`config.mk`:
```
export PLATFORM = sky130hd
export DESIGN_NAME = radial_laplacian_stencil_top
export DESIGN_NICKNAME = d
export VERILOG_FILES = /design/src/design/rls_pkg.sv /design/src/design/rls_ctrl.sv /design/src/design/rls_datapath.sv /design/src/design/radial_laplacian_stencil_top.sv
export SDC_FILE = /design/constraint.sdc
export NUM_CORES = 2
export LEC_CHECK = 0
export BUFFER_PORTS_ARGS = -buffer_cell sky130_fd_sc_hd__buf_2
export CAP_MARGIN = 20
export CORE_UTILIZATION = 30
export DETAILED_ROUTE_END_ITERATION = 16
export GPL_TIMING_DRIVEN = 0
export PLACE_DENSITY = 0.45
export SLEW_MARGIN = 25
export SYNTH_ARGS = -nofsm -noshare
export SYNTH_HDL_FRONTEND = slang
export SYNTH_HIERARCHICAL = 1
export SYNTH_SLANG_ARGS = --single-unit
```
`constraint.sdc`:
```
create_clock -name i_clk -period 10.4 [get_ports i_clk]
set_input_delay 0.52 -clock i_clk [delete_from_list [all_inputs] [get_ports i_clk]]
set_output_delay 0.52 -clock i_clk [all_outputs]
set_load 0.05 [all_outputs]
```
`src/design/rls_pkg.sv`:
```
`default_nettype none
// ----------------------------------------------------------------------------
// rls_pkg
// Shared widths, constants and controller/datapath types for the radial
// Laplacian stencil.
// ----------------------------------------------------------------------------
package rls_pkg;

    localparam int C_FRAC       = 16;
    localparam int C_MAX_POINTS = 65536;
    localparam int C_LINE_CAP   = (C_MAX_POINTS < 65536) ? C_MAX_POINTS : 65536;

    localparam int SMP_W      = 32;
    localparam int IH_W       = 31;
    localparam int RS_W       = 31;
    localparam int NP_W       = 17;
    localparam int IDX_W      = 16;
    localparam int DMAG_W     = 33;
    localparam int CFG_IDX_W  = 2;
    localparam int CFG_DATA_W = 32;

    localparam int PROD_W  = 64;
    localparam int CHUNK_W = 16;
    localparam int N_CHUNK = (PROD_W - C_FRAC + CHUNK_W - 1) / CHUNK_W;
    localparam int CHK_W   = 2;
    localparam int MX_W    = N_CHUNK * CHUNK_W;
    localparam int PP_W    = CHUNK_W + IH_W;
    localparam int ACC_W   = MX_W + IH_W;
    localparam int RP_W    = IDX_W + RS_W;
    localparam int RAD_W   = RP_W + 2;
    localparam int RMAG_W  = RAD_W - 1;
    localparam int DEN_W   = RMAG_W + 1;
    localparam int QUO_W   = PROD_W;
    localparam int TERM_W  = 64;
    localparam int DIV_STEPS = QUO_W;
    localparam int CNT_W   = $clog2(DIV_STEPS);

    localparam logic [ACC_W-1:0]  C_TERM_LIM = ACC_W'(64'h4000_0000_0000_0000);
    localparam logic [SMP_W-1:0]  C_SAT_MAX  = 32'h7FFF_FFFF;
    localparam logic [SMP_W-1:0]  C_SAT_MIN  = 32'h8000_0000;

    localparam logic [IH_W-1:0]   C_INV_H_RST   = 31'd65536;
    localparam logic [SMP_W-1:0]  C_R_FIRST_RST = 32'd0;
    localparam logic [RS_W-1:0]   C_R_STEP_RST  = 31'd65536;
    localparam logic [NP_W-1:0]   C_N_POINTS_RST = 17'd1024;

    typedef enum logic [CFG_IDX_W-1:0] {
        CFG_INV_H    = 2'd0,
        CFG_R_FIRST  = 2'd1,
        CFG_R_STEP   = 2'd2,
        CFG_N_POINTS = 2'd3
    } t_cfg_idx;

    typedef enum logic [1:0] {
        MS_RADIUS = 2'd0,
        MS_D2     = 2'd1,
        MS_T      = 2'd2,
        MS_D1     = 2'd3
    } t_mul_sel;

    typedef struct packed {
        logic             accept;
        logic             mload;
        logic             mpp;
        logic             macc;
        logic             mstore;
        logic             dload;
        logic             dstep;
        logic             sum;
        logic             load_res;
        logic             load_end;
        t_mul_sel         mul_sel;
        logic [CHK_W-1:0] chunk;
    } t_cmd;

    typedef struct packed {
        logic acc_interior;
        logic acc_first;
        logic acc_last;
        logic last_pending;
        logic out_free;
    } t_status;

endpackage
`default_nettype wire

```
`src/design/rls_ctrl.sv`:
```
`default_nettype none
// ----------------------------------------------------------------------------
// rls_ctrl
// Sequencer: chunked multiplies, radix-2 divide, sum and result beats.
// ----------------------------------------------------------------------------
module rls_ctrl
    import rls_pkg::*;
(
    input  wire logic    i_clk,
    input  wire logic    i_rst_n,
    input  wire logic    i_in_valid,
    output logic         o_in_ready,
    input  wire t_status i_status,
    output t_cmd         o_cmd
);

    typedef enum logic [9:0] {
        S_IDLE   = 10'b00_0000_0001,
        S_MLOAD  = 10'b00_0000_0010,
        S_MPP    = 10'b00_0000_0100,
        S_MACC   = 10'b00_0000_1000,
        S_MSTORE = 10'b00_0001_0000,
        S_DLOAD  = 10'b00_0010_0000,
        S_DIV    = 10'b00_0100_0000,
        S_SUM    = 10'b00_1000_0000,
        S_PUT1   = 10'b01_0000_0000,
        S_PUT2   = 10'b10_0000_0000
    } t_state;

    t_state           r_state, n_state;
    logic [CNT_W-1:0] r_cnt, n_cnt;
    t_mul_sel         r_sel, n_sel;
    logic             w_accept;

    assign o_in_ready = (r_state == S_IDLE);
    assign w_accept   = i_in_valid && o_in_ready;

    always_comb begin
        n_state = r_state;
        n_cnt   = r_cnt;
        n_sel   = r_sel;
        o_cmd   = '0;
        o_cmd.mul_sel = r_sel;
        o_cmd.chunk   = r_cnt[CHK_W-1:0];
        case (r_state)
            S_IDLE: begin
                if (w_accept) begin
                    o_cmd.accept = 1'b1;
                    n_sel = MS_RADIUS;
                    if (i_status.acc_interior) begin
                        n_state = S_MLOAD;
                    end else if (i_status.acc_first) begin
                        n_state = S_PUT1;
                    end else if (i_status.acc_last) begin
                        n_state = S_PUT2;
                    end
                end
            end
            S_MLOAD: begin
                o_cmd.mload = 1'b1;
                n_cnt   = '0;
                n_state = S_MPP;
            end
            S_MPP: begin
                o_cmd.mpp = 1'b1;
                n_state   = S_MACC;
            end
            S_MACC: begin
                o_cmd.macc = 1'b1;
                if (r_cnt[CHK_W-1:0] == CHK_W'(N_CHUNK - 1)) begin
                    n_state = S_MSTORE;
                end else begin
                    n_cnt   = r_cnt + CNT_W'(1);
                    n_state = S_MPP;
                end
            end
            S_MSTORE: begin
                o_cmd.mstore = 1'b1;
                if (r_sel == MS_D1) begin
                    n_state = S_DLOAD;
                end else begin
                    n_sel   = t_mul_sel'(r_sel + 2'd1);
                    n_state = S_MLOAD;
                end
            end
            S_DLOAD: begin
                o_cmd.dload = 1'b1;
                n_cnt   = '0;
                n_state = S_DIV;
            end
            S_DIV: begin
                o_cmd.dstep = 1'b1;
                if (r_cnt == CNT_W'(DIV_STEPS - 1)) begin
                    n_state = S_SUM;
                end else begin
                    n_cnt = r_cnt + CNT_W'(1);
                end
            end
            S_SUM: begin
                o_cmd.sum = 1'b1;
                n_state   = S_PUT1;
            end
            S_PUT1: begin
                if (i_status.out_free) begin
                    o_cmd.load_res = 1'b1;
                    n_state = i_status.last_pending ? S_PUT2 : S_IDLE;
                end
            end
            S_PUT2: begin
                if (i_status.out_free) begin
                    o_cmd.load_end = 1'b1;
                    n_state = S_IDLE;
                end
            end
            default: begin
                n_state = S_IDLE;
            end
        endcase
    end

    always_ff @(posedge i_clk) begin
        if (!i_rst_n) begin
            r_state <= S_IDLE;
            r_cnt   <= '0;
            r_sel   <= MS_RADIUS;
        end else begin
            r_state <= n_state;
            r_cnt   <= n_cnt;
            r_sel   <= n_sel;
        end
    end

endmodule
`default_nettype wire

```
`src/design/rls_datapath.sv`:
```
`default_nettype none
// ----------------------------------------------------------------------------
// rls_datapath
// Config registers, sample window, line counter, chunked multiplier,
// restoring divider, saturation and the output register.
// ----------------------------------------------------------------------------
module rls_datapath
    import rls_pkg::*;
(
    input  wire logic                  i_clk,
    input  wire logic                  i_rst_n,
    input  wire logic                  i_cfg_we,
    input  wire logic [CFG_IDX_W-1:0]  i_cfg_idx,
    input  wire logic [CFG_DATA_W-1:0] i_cfg_data,
    input  wire logic [SMP_W-1:0]      i_sample,
    input  wire logic                  i_out_ready,
    input  wire t_cmd                  i_cmd,
    output t_status                    o_status,
    output logic                       o_out_valid,
    output logic [SMP_W-1:0]           o_lap_value,
    output logic [IDX_W-1:0]           o_result_index,
    output logic                       o_line_end,
    output logic                       o_saturated
);

    logic [IH_W-1:0]   r_inv_h;
    logic [SMP_W-1:0]  r_r_first;
    logic [RS_W-1:0]   r_r_step;
    logic [NP_W-1:0]   r_n_points;

    logic [SMP_W-1:0]  r_older, r_middle;
    logic [NP_W-1:0]   r_count, n_count;
    logic [NP_W-1:0]   w_lim, w_cnt_eff;

    logic [DMAG_W-1:0] r_d2_mag, r_d1_mag;
    logic              r_d2_neg, r_d1_neg;
    logic [IDX_W-1:0]  r_idx, r_end_idx;
    logic              r_prev_zero, r_is_last;

    logic signed [DMAG_W:0]   w_d2;
    logic signed [DMAG_W:0]   w_d2_abs;
    logic signed [DMAG_W:0]   w_d1;
    logic signed [DMAG_W:0]   w_d1_abs;

    logic [MX_W-1:0]   r_mx;
    logic [IH_W-1:0]   r_my;
    logic [PP_W-1:0]   r_pp;
    logic [ACC_W-1:0]  r_acc;

    logic signed [RAD_W-1:0]  r_rad;
    logic [RAD_W-1:0]         w_rad_abs;
    logic signed [TERM_W-1:0] r_term1;
    logic                     r_sat1;
    logic [TERM_W-1:0]        w_p;

    logic [DEN_W-1:0]  r_den;
    logic [DEN_W-1:0]  r_rem;
    logic [QUO_W-1:0]  r_quo;
    logic [DEN_W:0]    w_sh, w_diff;

    logic signed [TERM_W-1:0] r_sum, w_term2;
    logic                     w_sum_ok;
    logic [SMP_W-1:0]         w_res_val;
    logic                     w_res_sat;

    // line position of the incoming beat
    always_comb begin
        w_lim = (r_n_points == '0) ? NP_W'(1) : r_n_points;
        if (w_lim > NP_W'(C_LINE_CAP)) begin
            w_lim = NP_W'(C_LINE_CAP);
        end
        w_cnt_eff = (r_count >= w_lim) ? '0 : r_count;
        o_status.acc_interior = (w_cnt_eff > NP_W'(1));
        o_status.acc_first    = (w_cnt_eff == NP_W'(1));
        o_status.acc_last     = (w_cnt_eff == w_lim - NP_W'(1));
        o_status.last_pending = r_is_last;
        o_status.out_free     = !o_out_valid || i_out_ready;
        n_count = o_status.acc_last ? '0 : w_cnt_eff + NP_W'(1);
    end

    always_comb begin
        w_d2 = $signed({{2{r_older[SMP_W-1]}}, r_older})
             + $signed({{2{i_sample[SMP_W-1]}}, i_sample})
             - $signed({r_middle[SMP_W-1], r_middle, 1'b0});
        w_d2_abs = w_d2[DMAG_W] ? -w_d2 : w_d2;
        w_d1 = $signed({{2{i_sample[SMP_W-1]}}, i_sample})
             - $signed({{2{r_older[SMP_W-1]}}, r_older});
        w_d1_abs = w_d1[DMAG_W] ? -w_d1 : w_d1;
    end

    always_ff @(posedge i_clk) begin
        if (!i_rst_n) begin
            r_inv_h    <= C_INV_H_RST;
            r_r_first  <= C_R_FIRST_RST;
            r_r_step   <= C_R_STEP_RST;
            r_n_points <= C_N_POINTS_RST;
        end else if (i_cfg_we) begin
            case (t_cfg_idx'(i_cfg_idx))
                CFG_INV_H:    r_inv_h    <= i_cfg_data[IH_W-1:0];
                CFG_R_FIRST:  r_r_first  <= i_cfg_data[SMP_W-1:0];
                CFG_R_STEP:   r_r_step   <= i_cfg_data[RS_W-1:0];
                CFG_N_POINTS: r_n_points <= i_cfg_data[NP_W-1:0];
                default: ;
            endcase
        end
    end

    always_ff @(posedge i_clk) begin
        if (!i_rst_n) begin
            r_older     <= '0;
            r_middle    <= '0;
            r_count     <= '0;
            r_is_last   <= 1'b0;
            r_prev_zero <= 1'b0;
        end else if (i_cmd.accept) begin
            r_older     <= r_middle;
            r_middle    <= i_sample;
            r_count     <= n_count;
            r_is_last   <= o_status.acc_last;
            r_prev_zero <= o_status.acc_first;
        end
    end

    always_ff @(posedge i_clk) begin
        if (i_cmd.accept) begin
            r_d2_mag  <= w_d2_abs[DMAG_W-1:0];
            r_d2_neg  <= w_d2[DMAG_W];
            r_d1_mag  <= w_d1_abs[DMAG_W-1:0];
            r_d1_neg  <= w_d1[DMAG_W];
            r_idx     <= IDX_W'(w_cnt_eff - NP_W'(1));
            r_end_idx <= w_cnt_eff[IDX_W-1:0];
        end
    end

    // multiplier: one chunk of the wide operand per product beat
    always_comb begin
        w_p = (r_acc > C_TERM_LIM) ? TERM_W'(C_TERM_LIM) : TERM_W'(r_acc[ACC_W-1:C_FRAC]);
    end

    always_ff @(posedge i_clk) begin
        if (i_cmd.mload) begin
            r_acc <= '0;
            case (i_cmd.mul_sel)
                MS_RADIUS: begin
                    r_mx <= MX_W'(r_idx);
                    r_my <= r_r_step;
                end
                MS_D2: begin
                    r_mx <= MX_W'(r_d2_mag);
                    r_my <= r_inv_h;
                end
                MS_T: begin
                    r_mx <= MX_W'(r_acc[PROD_W-1:C_FRAC]);
                    r_my <= r_inv_h;
                end
                MS_D1: begin
                    r_mx <= MX_W'(r_d1_mag);
                    r_my <= r_inv_h;
                end
                default: ;
            endcase
        end
        if (i_cmd.mpp) begin
            r_pp <= PP_W'(r_mx[i_cmd.chunk * CHUNK_W +: CHUNK_W]) * PP_W'(r_my);
        end
        if (i_cmd.macc) begin
            r_acc <= r_acc + (ACC_W'(r_pp) << (CHUNK_W * i_cmd.chunk));
        end
        if (i_cmd.mstore) begin
            case (i_cmd.mul_sel)
                MS_RADIUS: begin
                    r_rad <= $signed({{(RAD_W-SMP_W){r_r_first[SMP_W-1]}}, r_r_first})
                           + $signed({{(RAD_W-RP_W){1'b0}}, r_acc[RP_W-1:0]});
                end
                MS_T: begin
                    r_sat1  <= (r_acc > C_TERM_LIM);
                    r_term1 <= r_d2_neg ? -$signed(w_p) : $signed(w_p);
                end
                default: ;
            endcase
        end
    end

    // restoring divider: |d1|*inv_h / (2*|r|), one quotient bit per beat
    always_comb begin
        w_rad_abs = r_rad[RAD_W-1] ? RAD_W'(-r_rad) : RAD_W'(r_rad);
        w_sh      = {r_rem, r_quo[QUO_W-1]};
        w_diff    = w_sh - {1'b0, r_den};
    end

    always_ff @(posedge i_clk) begin
        if (i_cmd.dload) begin
            r_den <= {w_rad_abs[RMAG_W-1:0], 1'b0};
            r_quo <= r_acc[QUO_W-1:0];
            r_rem <= '0;
        end else if (i_cmd.dstep) begin
            if (w_sh >= {1'b0, r_den}) begin
                r_rem <= w_diff[DEN_W-1:0];
                r_quo <= {r_quo[QUO_W-2:0], 1'b1};
            end else begin
                r_rem <= w_sh[DEN_W-1:0];
                r_quo <= {r_quo[QUO_W-2:0], 1'b0};
            end
        end
    end

    always_comb begin
        w_term2 = (r_d1_neg ^ r_rad[RAD_W-1]) ? -$signed(r_quo) : $signed(r_quo);
    end

    always_ff @(posedge i_clk) begin
        if (i_cmd.sum) begin
            r_sum <= r_term1 + w_term2;
        end
    end

    always_comb begin
        w_sum_ok = (r_sum[TERM_W-1:SMP_W-1] == '0) || (r_sum[TERM_W-1:SMP_W-1] == '1);
        if (r_rad == '0) begin
            w_res_val = r_d1_neg ? C_SAT_MIN : C_SAT_MAX;
            w_res_sat = 1'b1;
        end else if (!w_sum_ok) begin
            w_res_val = r_sum[TERM_W-1] ? C_SAT_MIN : C_SAT_MAX;
            w_res_sat = 1'b1;
        end else begin
            w_res_val = r_sum[SMP_W-1:0];
            w_res_sat = r_sat1;
        end
    end

    always_ff @(posedge i_clk) begin
        if (!i_rst_n) begin
            o_out_valid <= 1'b0;
        end else if (i_cmd.load_res || i_cmd.load_end) begin
            o_out_valid <= 1'b1;
        end else if (i_out_ready) begin
            o_out_valid <= 1'b0;
        end
    end

    always_ff @(posedge i_clk) begin
        if (i_cmd.load_end) begin
            o_lap_value    <= '0;
            o_result_index <= r_end_idx;
            o_line_end     <= 1'b1;
            o_saturated    <= 1'b0;
        end else if (i_cmd.load_res) begin
            o_line_end <= 1'b0;
            if (r_prev_zero) begin
                o_lap_value    <= '0;
                o_result_index <= '0;
                o_saturated    <= 1'b0;
            end else begin
                o_lap_value    <= w_res_val;
                o_result_index <= r_idx;
                o_saturated    <= w_res_sat;
            end
        end
    end

endmodule
`default_nettype wire

```
`src/design/radial_laplacian_stencil_top.sv`:
```
`default_nettype none
// ----------------------------------------------------------------------------
// radial_laplacian_stencil_top
// Radial Laplacian over a three-sample window, Q16.16, saturating.
// Interior beat: four chunked multiplies, the radix-2 divider and a sum, then
// the result beat; input ready again once it is loaded (or after the line-end
// beat too when the line ends there). End-point beats skip the arithmetic and
// go straight to their result or line-end beat.
// Reset: synchronous, active low; config to defaults, window and count clear.
// ----------------------------------------------------------------------------
module radial_laplacian_stencil_top
    import rls_pkg::*;
(
    input  wire logic                  i_clk,
    input  wire logic                  i_rst_n,
    input  wire logic                  i_cfg_we,
    input  wire logic [CFG_IDX_W-1:0]  i_cfg_idx,
    input  wire logic [CFG_DATA_W-1:0] i_cfg_data,
    input  wire logic                  i_in_valid,
    output logic                       o_in_ready,
    input  wire logic [SMP_W-1:0]      i_sample,
    output logic                       o_out_valid,
    input  wire logic                  i_out_ready,
    output logic [SMP_W-1:0]           o_lap_value,
    output logic [IDX_W-1:0]           o_result_index,
    output logic                       o_line_end,
    output logic                       o_saturated
);

    t_cmd    w_cmd;
    t_status w_status;

    rls_ctrl u_ctrl (
        .i_clk      (i_clk),
        .i_rst_n    (i_rst_n),
        .i_in_valid (i_in_valid),
        .o_in_ready (o_in_ready),
        .i_status   (w_status),
        .o_cmd      (w_cmd)
    );

    rls_datapath u_dp (
        .i_clk          (i_clk),
        .i_rst_n        (i_rst_n),
        .i_cfg_we       (i_cfg_we),
        .i_cfg_idx      (i_cfg_idx),
        .i_cfg_data     (i_cfg_data),
        .i_sample       (i_sample),
        .i_out_ready    (i_out_ready),
        .i_cmd          (w_cmd),
        .o_status       (w_status),
        .o_out_valid    (o_out_valid),
        .o_lap_value    (o_lap_value),
        .o_result_index (o_result_index),
        .o_line_end     (o_line_end),
        .o_saturated    (o_saturated)
    );

endmodule
`default_nettype wire

```
=== Word level (Yosys, flattened, before mapping) ===
Index checks and enable logic that the tools add are counted.

* Register bits after elaboration: 907
* Output and inout bits: 52
* Input port bits: 71
* Memory bits (read-only): 0
* Logic and storage cells: 176
* Latch bits: 0
* Memories: 0
* Bits in writable memories: 0

* Shifts and indexed selects: 2
* Bitwise gates (word level): 1
* $lt $le $gt $ge: 5
* Multipliers: 1
* $add $sub $neg: 17
* Reductions and logical operators: 27
* Divide/modulo/power cells: 0
* Equal/unequal tests: 29
* Mux-type cells: 60

{| class="wikitable"
|+ Operators with widths
! kind !! number
|-
| $mux 64 || 4
|-
| $pmux 48 s4 || 1
|-
| $mux 32 || 5
|-
| $mux 79 || 2
|-
| $neg 64->64 || 2
|-
| $pmux 10 s10 || 1
|-
| $mux 10 || 8
|-
| $add 79x79->79 || 1
|-
| $gt 79x63->1 const B || 1
|-
| $shl 47x6->79 || 1
|-
| $mux 17 || 4
|-
| $mux 33 || 2
|-
| $neg 33->33 || 2
|-
| $add 64x64->64 || 1
|-
| $mux 63 || 1
|-
| $pmux 31 s2 || 1
|-
| $ge 50x49->1 || 1
|-
| $add 32x48->49 || 1
|-
| $logic_not 49->1 || 1
|-
| $mux 49 || 1
|-
| $sub 49x49->49 || 1
|-
| $mux 16 || 3
|-
| $mux 48 || 1
|-
| $neg 48->48 || 1
|-
| other kinds (52) || 95
|}

=== Longest topological paths before layout ===
* Depth after elaboration: 12
* Gate-level depth with buffers: 33
* Gate-level depth less buffers: 29

=== Modules after synthesis ===
The synthesis kept the hierarchy.

{| class="wikitable"
|+ Modules (own cells, without submodules)
! module !! sequential area each (µm²) !! cells an instance !! times used !! area each (µm²)
|-
| rls_datapath || 23,882.9 || 7,867 || 1 || 73,349.1
|-
| rls_ctrl || 360.3 || 140 || 1 || 1,168.6
|}

=== Worst setup path after synthesis ===
OpenSTA, ideal clock, no wires.

* Path type: reg2reg
* Start: reg u_ctrl.r_cnt[0]
* End: reg u_dp.r_pp[46] (data pin)
* Slack: 1.916 ns
* Library setup time: 0.260 ns
* Arrival time: 8.224 ns
* Path buffers: 5
* Cell stages (with the launch flop): 31
* Data required time: 10.140 ns
* Period minus slack after synthesis: 8.484 ns
* Cell sequence: dfxtp_1 > buf_4 > clkbuf_1 > buf_1 > clkbuf_1 > mux2i_1 > o21ai_0 > clkbuf_1 > nand2_1 > fa_1 > fa_1 > inv_1 > fa_1 > fa_1 > fa_1 > inv_1 > fa_1 > inv_1 > ha_1 > a21oi_1 > o22ai_1 > o21a_1 > or4_1 > a31o_2 > a31oi_1 > o31ai_1 > a21oi_1 > nand2_1 > a221o_1 > a21oi_1 > xnor2_1

* Longest elaborated chain between the ends: 2

{| class="wikitable"
|+ RTL lines
! item !! RTL line !! RTL
|-
| start: declaration || rls_ctrl.sv:31 || <nowiki>logic [CNT_W-1:0] r_cnt, n_cnt;</nowiki>
|-
| start signal: assignment || rls_ctrl.sv:128 || <nowiki>r_cnt <= n_cnt;</nowiki>
|-
| $shiftx 48x7->16 || rls_datapath.sv:164 || <nowiki>r_pp <= PP_W'(r_mx[i_cmd.chunk * CHUNK_W +: CHUNK_W]) * PP_W'(r_my);</nowiki>
|-
| $mul 16x31->47 || rls_datapath.sv:164 ||
|-
| end signal: assignment || rls_datapath.sv:164 ||
|-
| end: declaration || rls_datapath.sv:47 || <nowiki>logic [PP_W-1:0] r_pp;</nowiki>
|}

Every way passes these cells.
A chain may end at the register's enable or synchronous reset.

=== Final worst setup path ===
* Start: reg u_ctrl.r_cnt[0]
* End: reg u_dp.r_pp[43] (data pin)

Same word-level chain as after synthesis.

==> impl_metrics.py <==
metrics = {
    "outcome": {
        "outcome": "finished clean",
    },
    "global_routing": {
        "grt_max_degree": 52,
        "grt_pass1_vias": 58440,
        "antenna_found_initial": 34,
        "grt_pass1_wl_mm": 381.4,
        "grt_overflow": 0,
        "grt_use_total": 0.2016,
    },
    "synthesis": {
        "synth_commonest_cells": "nand2_1, inv_1, edfxtp_1",
        "synth_top_area_cell": "edfxtp_1",
        "synth-main-ff-cell": "edfxtp_1",
        "ys_types": 89,
        "yosysSeqAreaShare": 0.3253,
        "synth_cells": 8007,
        "synth.net_count": 8969,
        "ys_warn_count": 6,
        "syn_area_um2": 74520,
        "synth_most_common_cell": "nand2_1",
        "synth_edf_count": 610,
        "synth-seq-cells": 906,
        "async_reset_ff_frac": 0,
        "avgSynthCellArea_um2": 9.307,
        "yosys-top-cells-area": "edfxtp_1, fa_1, dfxtp_1",
        "synth_top_area_frac": 0.2458,
    },
    "die": {
        "coreArea_um2": 246400,
        "rows": 182,
        "die_area_um2": 250400,
        "die_h_um": 500.4,
        "initial_core_util": 0.3024,
        "dieWidth_um": 500.4,
        "io_pins": 123,
    },
    "sta": {
        "slew-limit-headroom": 0.2578,
        "period_share": 0.9708,
        "report.final.slew_viol_count": 0,
        "setup_viol": 0,
        "max_freq_mhz": 99.05,
        "fin_crit_ns": 10.10,
        "skew_ns": 0.05486,
        "tightest_slew_ns": 1.107,
        "rsz0062_at_grt": "false",
        "hold_violations": 0,
    },
    "drt": {
        "vias": 58900,
        "drtPass1Iterations": 6,
        "drt-total-wl_mm": 256.3,
        "via_per_inst": 5.029,
        "wl_per_cell_um": 21.89,
        "drc": 0,
        "drtAntennaViolNets": 0,
        "drtIter0Drc": 4084,
    },
    "clock_tree": {
        "htree_levels": 3,
        "cts.sinks": 906,
        "clock_latency_ns": 0.78,
        "cts_max_path_buffers": 3,
        "clk_pin_slew_ns": 0.06,
        "cts_tree": "yes",
        "cts_buffers": 109,
        "cts-root-buf": "clkbuf_16",
    },
    "critical_path": {
        "r2r_end": "u_dp/r_pp[43]",
        "r2r_setup_slack_ns": 0.30,
        "cp_slowest_stage_delay_ns": 0.62,
        "start_kind": "register",
        "reg2reg_depth": 30,
        "crit_path_frequent_cell": "fa_1",
        "r2r_start": "u_ctrl/r_cnt[0]",
        "path_class": "register to register",
        "crit_path_start": "u_ctrl/r_cnt[0]",
        "endpoint_kind": "register",
        "cp_data_required_time_ns": 10.91,
        "critPathMaxFanout": 10,
        "arrival_ns": 10.61,
        "cp_slowest_cell": "fa_1",
    },
    "placement": {
        "placed_cell_area_um2": 79620,
        "hpwlAfterDp_mm": 206.7,
        "numPortBuffers": 120,
        "globalplace.congestion": 0.9414,
    },
    "cells_and_area": {
        "nets": 9239,
        "syn2layout_area_growth_pct": 12.11,
        "drive_gt1_frac": 0.06831,
        "final_util": 0.3391,
        "fillCellCount": 25620,
        "fin_area_um2": 83540,
    },
    "pwr": {
        "irDropWorstVdd_uv": 133.4,
        "p_leak_uw": 0.03286,
        "power_density_nw_per_um2": 185.5,
    },
    "run": {
        "drv_cap": 0,
    },
    "hold_path": {
        "hp-start": "i_cfg_data[31]",
        "min_to": "u_dp/r_r_first[31]",
        "whs_path_depth": 3,
        "min_path_type": "input port to register",
    },
}
==> through the flow <==
| stage | setup TNS, ns | power (µW) | cells | hold slack, ns | setup slack, ns |
|---|---|---|---|---|---|
| finish | 0 | 15500 | 11710 | 0.04748 | 0.3038 |
| global route | 0 | 16560 | 11710 | 0.02599 | 0.008566 |
| CTS | 0 | 15630 | 11690 | 0.002316 | 0.08078 |
| detailed placement | -12.32 | 11550 | 11470 | 0.4440 | -1.416 |
| global placement | -116.35 | 11510 | 11440 | 0.4393 | -1.789 |
| floorplan | 0 | 9679 | 8007 | 0.4351 | 1.916 |
==> power breakdown <==
group          internal [µW]  switching, µW
Combinational           2620           4170
Sequential              4510            211
Clock                   2310           1680
Total                   9450           6050
==> worst max-delay path by stage <==
stage / to / slack (ns) / cells after the start
after detailed placement: u_dp/r_pp[46] / -1.42 / 30
after global placement: u_dp/r_pp[46] / -1.79 / 30
final: u_dp/r_pp[43] / 0.30 / 30
after CTS: u_dp/r_pp[46] / 0.08 / 28
after global routing: u_dp/r_pp[43] / 0.009 / 30
after floorplan: u_dp/r_pp[46] / 1.92 / 30
==> sequential cells by signal (all words and copies together), names as in the netlist, 16 cells and up <==
name                 cells
u_dp/r_d1_mag           32
u_dp/r_end_idx          16
u_dp/r_middle           32
u_dp/r_r_step           31
u_dp/o_lap_value        32
u_dp/r_r_first          32
u_dp/r_quo              64
u_dp/r_mx               48
u_dp/r_pp               47
u_dp/r_term1            64
u_dp/r_d2_mag           33
u_dp/r_sum              64
u_dp/r_older            32
u_dp/r_inv_h            31
u_dp/r_acc              79
u_dp/r_idx              16
u_dp/r_rad              49
u_dp/r_rem              49
u_dp/r_n_points         17
u_dp/r_my               31
u_dp/o_result_index     16
u_dp/r_count            17
u_dp/r_den              48
==> layout by cell type, fill, tap and decap left out, drive strengths merged, types with 29 or more instances in the layout <==
| master | n |
|---|---|
| o21bai | 53 |
| nor2 | 355 |
| clkinv | 40 |
| a21boi | 128 |
| a211oi | 73 |
| mux2 | 120 |
| xor2 | 203 |
| a21o | 224 |
| o21ai | 386 |
| a22o | 42 |
| inv | 784 |
| nor4 | 54 |
| dfxtp | 296 |
| o31ai | 61 |
| nand4 | 80 |
| ha | 450 |
| and2 | 331 |
| o211ai | 32 |
| o21a | 73 |
| mux2i | 139 |
| a31oi | 49 |
| or3 | 46 |
| nor3 | 103 |
| or4 | 56 |
| nand2 | 941 |
| nor2b | 170 |
| nand3 | 107 |
| xnor2 | 320 |
| fa | 441 |
| buf | 178 |
| or2 | 29 |
| nand2b | 87 |
| a21oi | 465 |
| clkbuf | 488 |
| edfxtp | 610 |
| and3 | 60 |
==> layer usage <==
layer	track usage	part of all wire	up-vias
li1	-	-	28280
met4	0.06977	0.036	6
met3	0.02339	0.046	353
met1	0.2747	0.46	28710
met5	0	0.00016	-
met2	0.3288	0.46	1548
==> final cells by class <==
class,count,area (µm²),area share
buffer,379,1490,0.01784
tap,3312,4144,0.04960
inverter,778,2920,0.03496
antenna,25,62.56,0.0007488
clock inverter,69,767.0,0.009181
clock buffer,139,2943,0.03523
timing repair buffer,161,1016,0.01216
sequential,906,24240,0.2902
multi-input combinational,5942,45960,0.5501
==> critical path: cells and delay by family (launching register included) <==
kind	cells	cell delay (ns)
buf+inv	8	1.77
fa+ha+maj	7	3.58
mux	1	0.47
compound gates	10	2.42
xor+xnor	1	0.15
flops	1	0.46
simple gates	3	0.95
==> what timing repair did <==
| action | in CTS | in global routing |
|---|---|---|
| setup buffers | 0 | 0 |
| setup endpoints to repair | 24 | 4 |
| hold buffers | 12 | 0 |
| endpoints found under the hold margin | 16 | 0 |
| resized for setup | 11 | 17 |
==> cell families (layout without fill, tap and decap cells) <==
family          Yosys count  in the layout  share of synthesized area
compound gates         1775           1775                     0.1537
xor+xnor                523            523                    0.06147
fa+ha+maj               891            891                     0.1940
buf+inv                1159           1526                    0.05888
flops                   906            906                     0.3253
mux                     274            274                    0.04134
other cells               0             25                          0
simple gates           2479           2479                     0.1652
No activity file was read; power rests on OpenSTA's default activity.
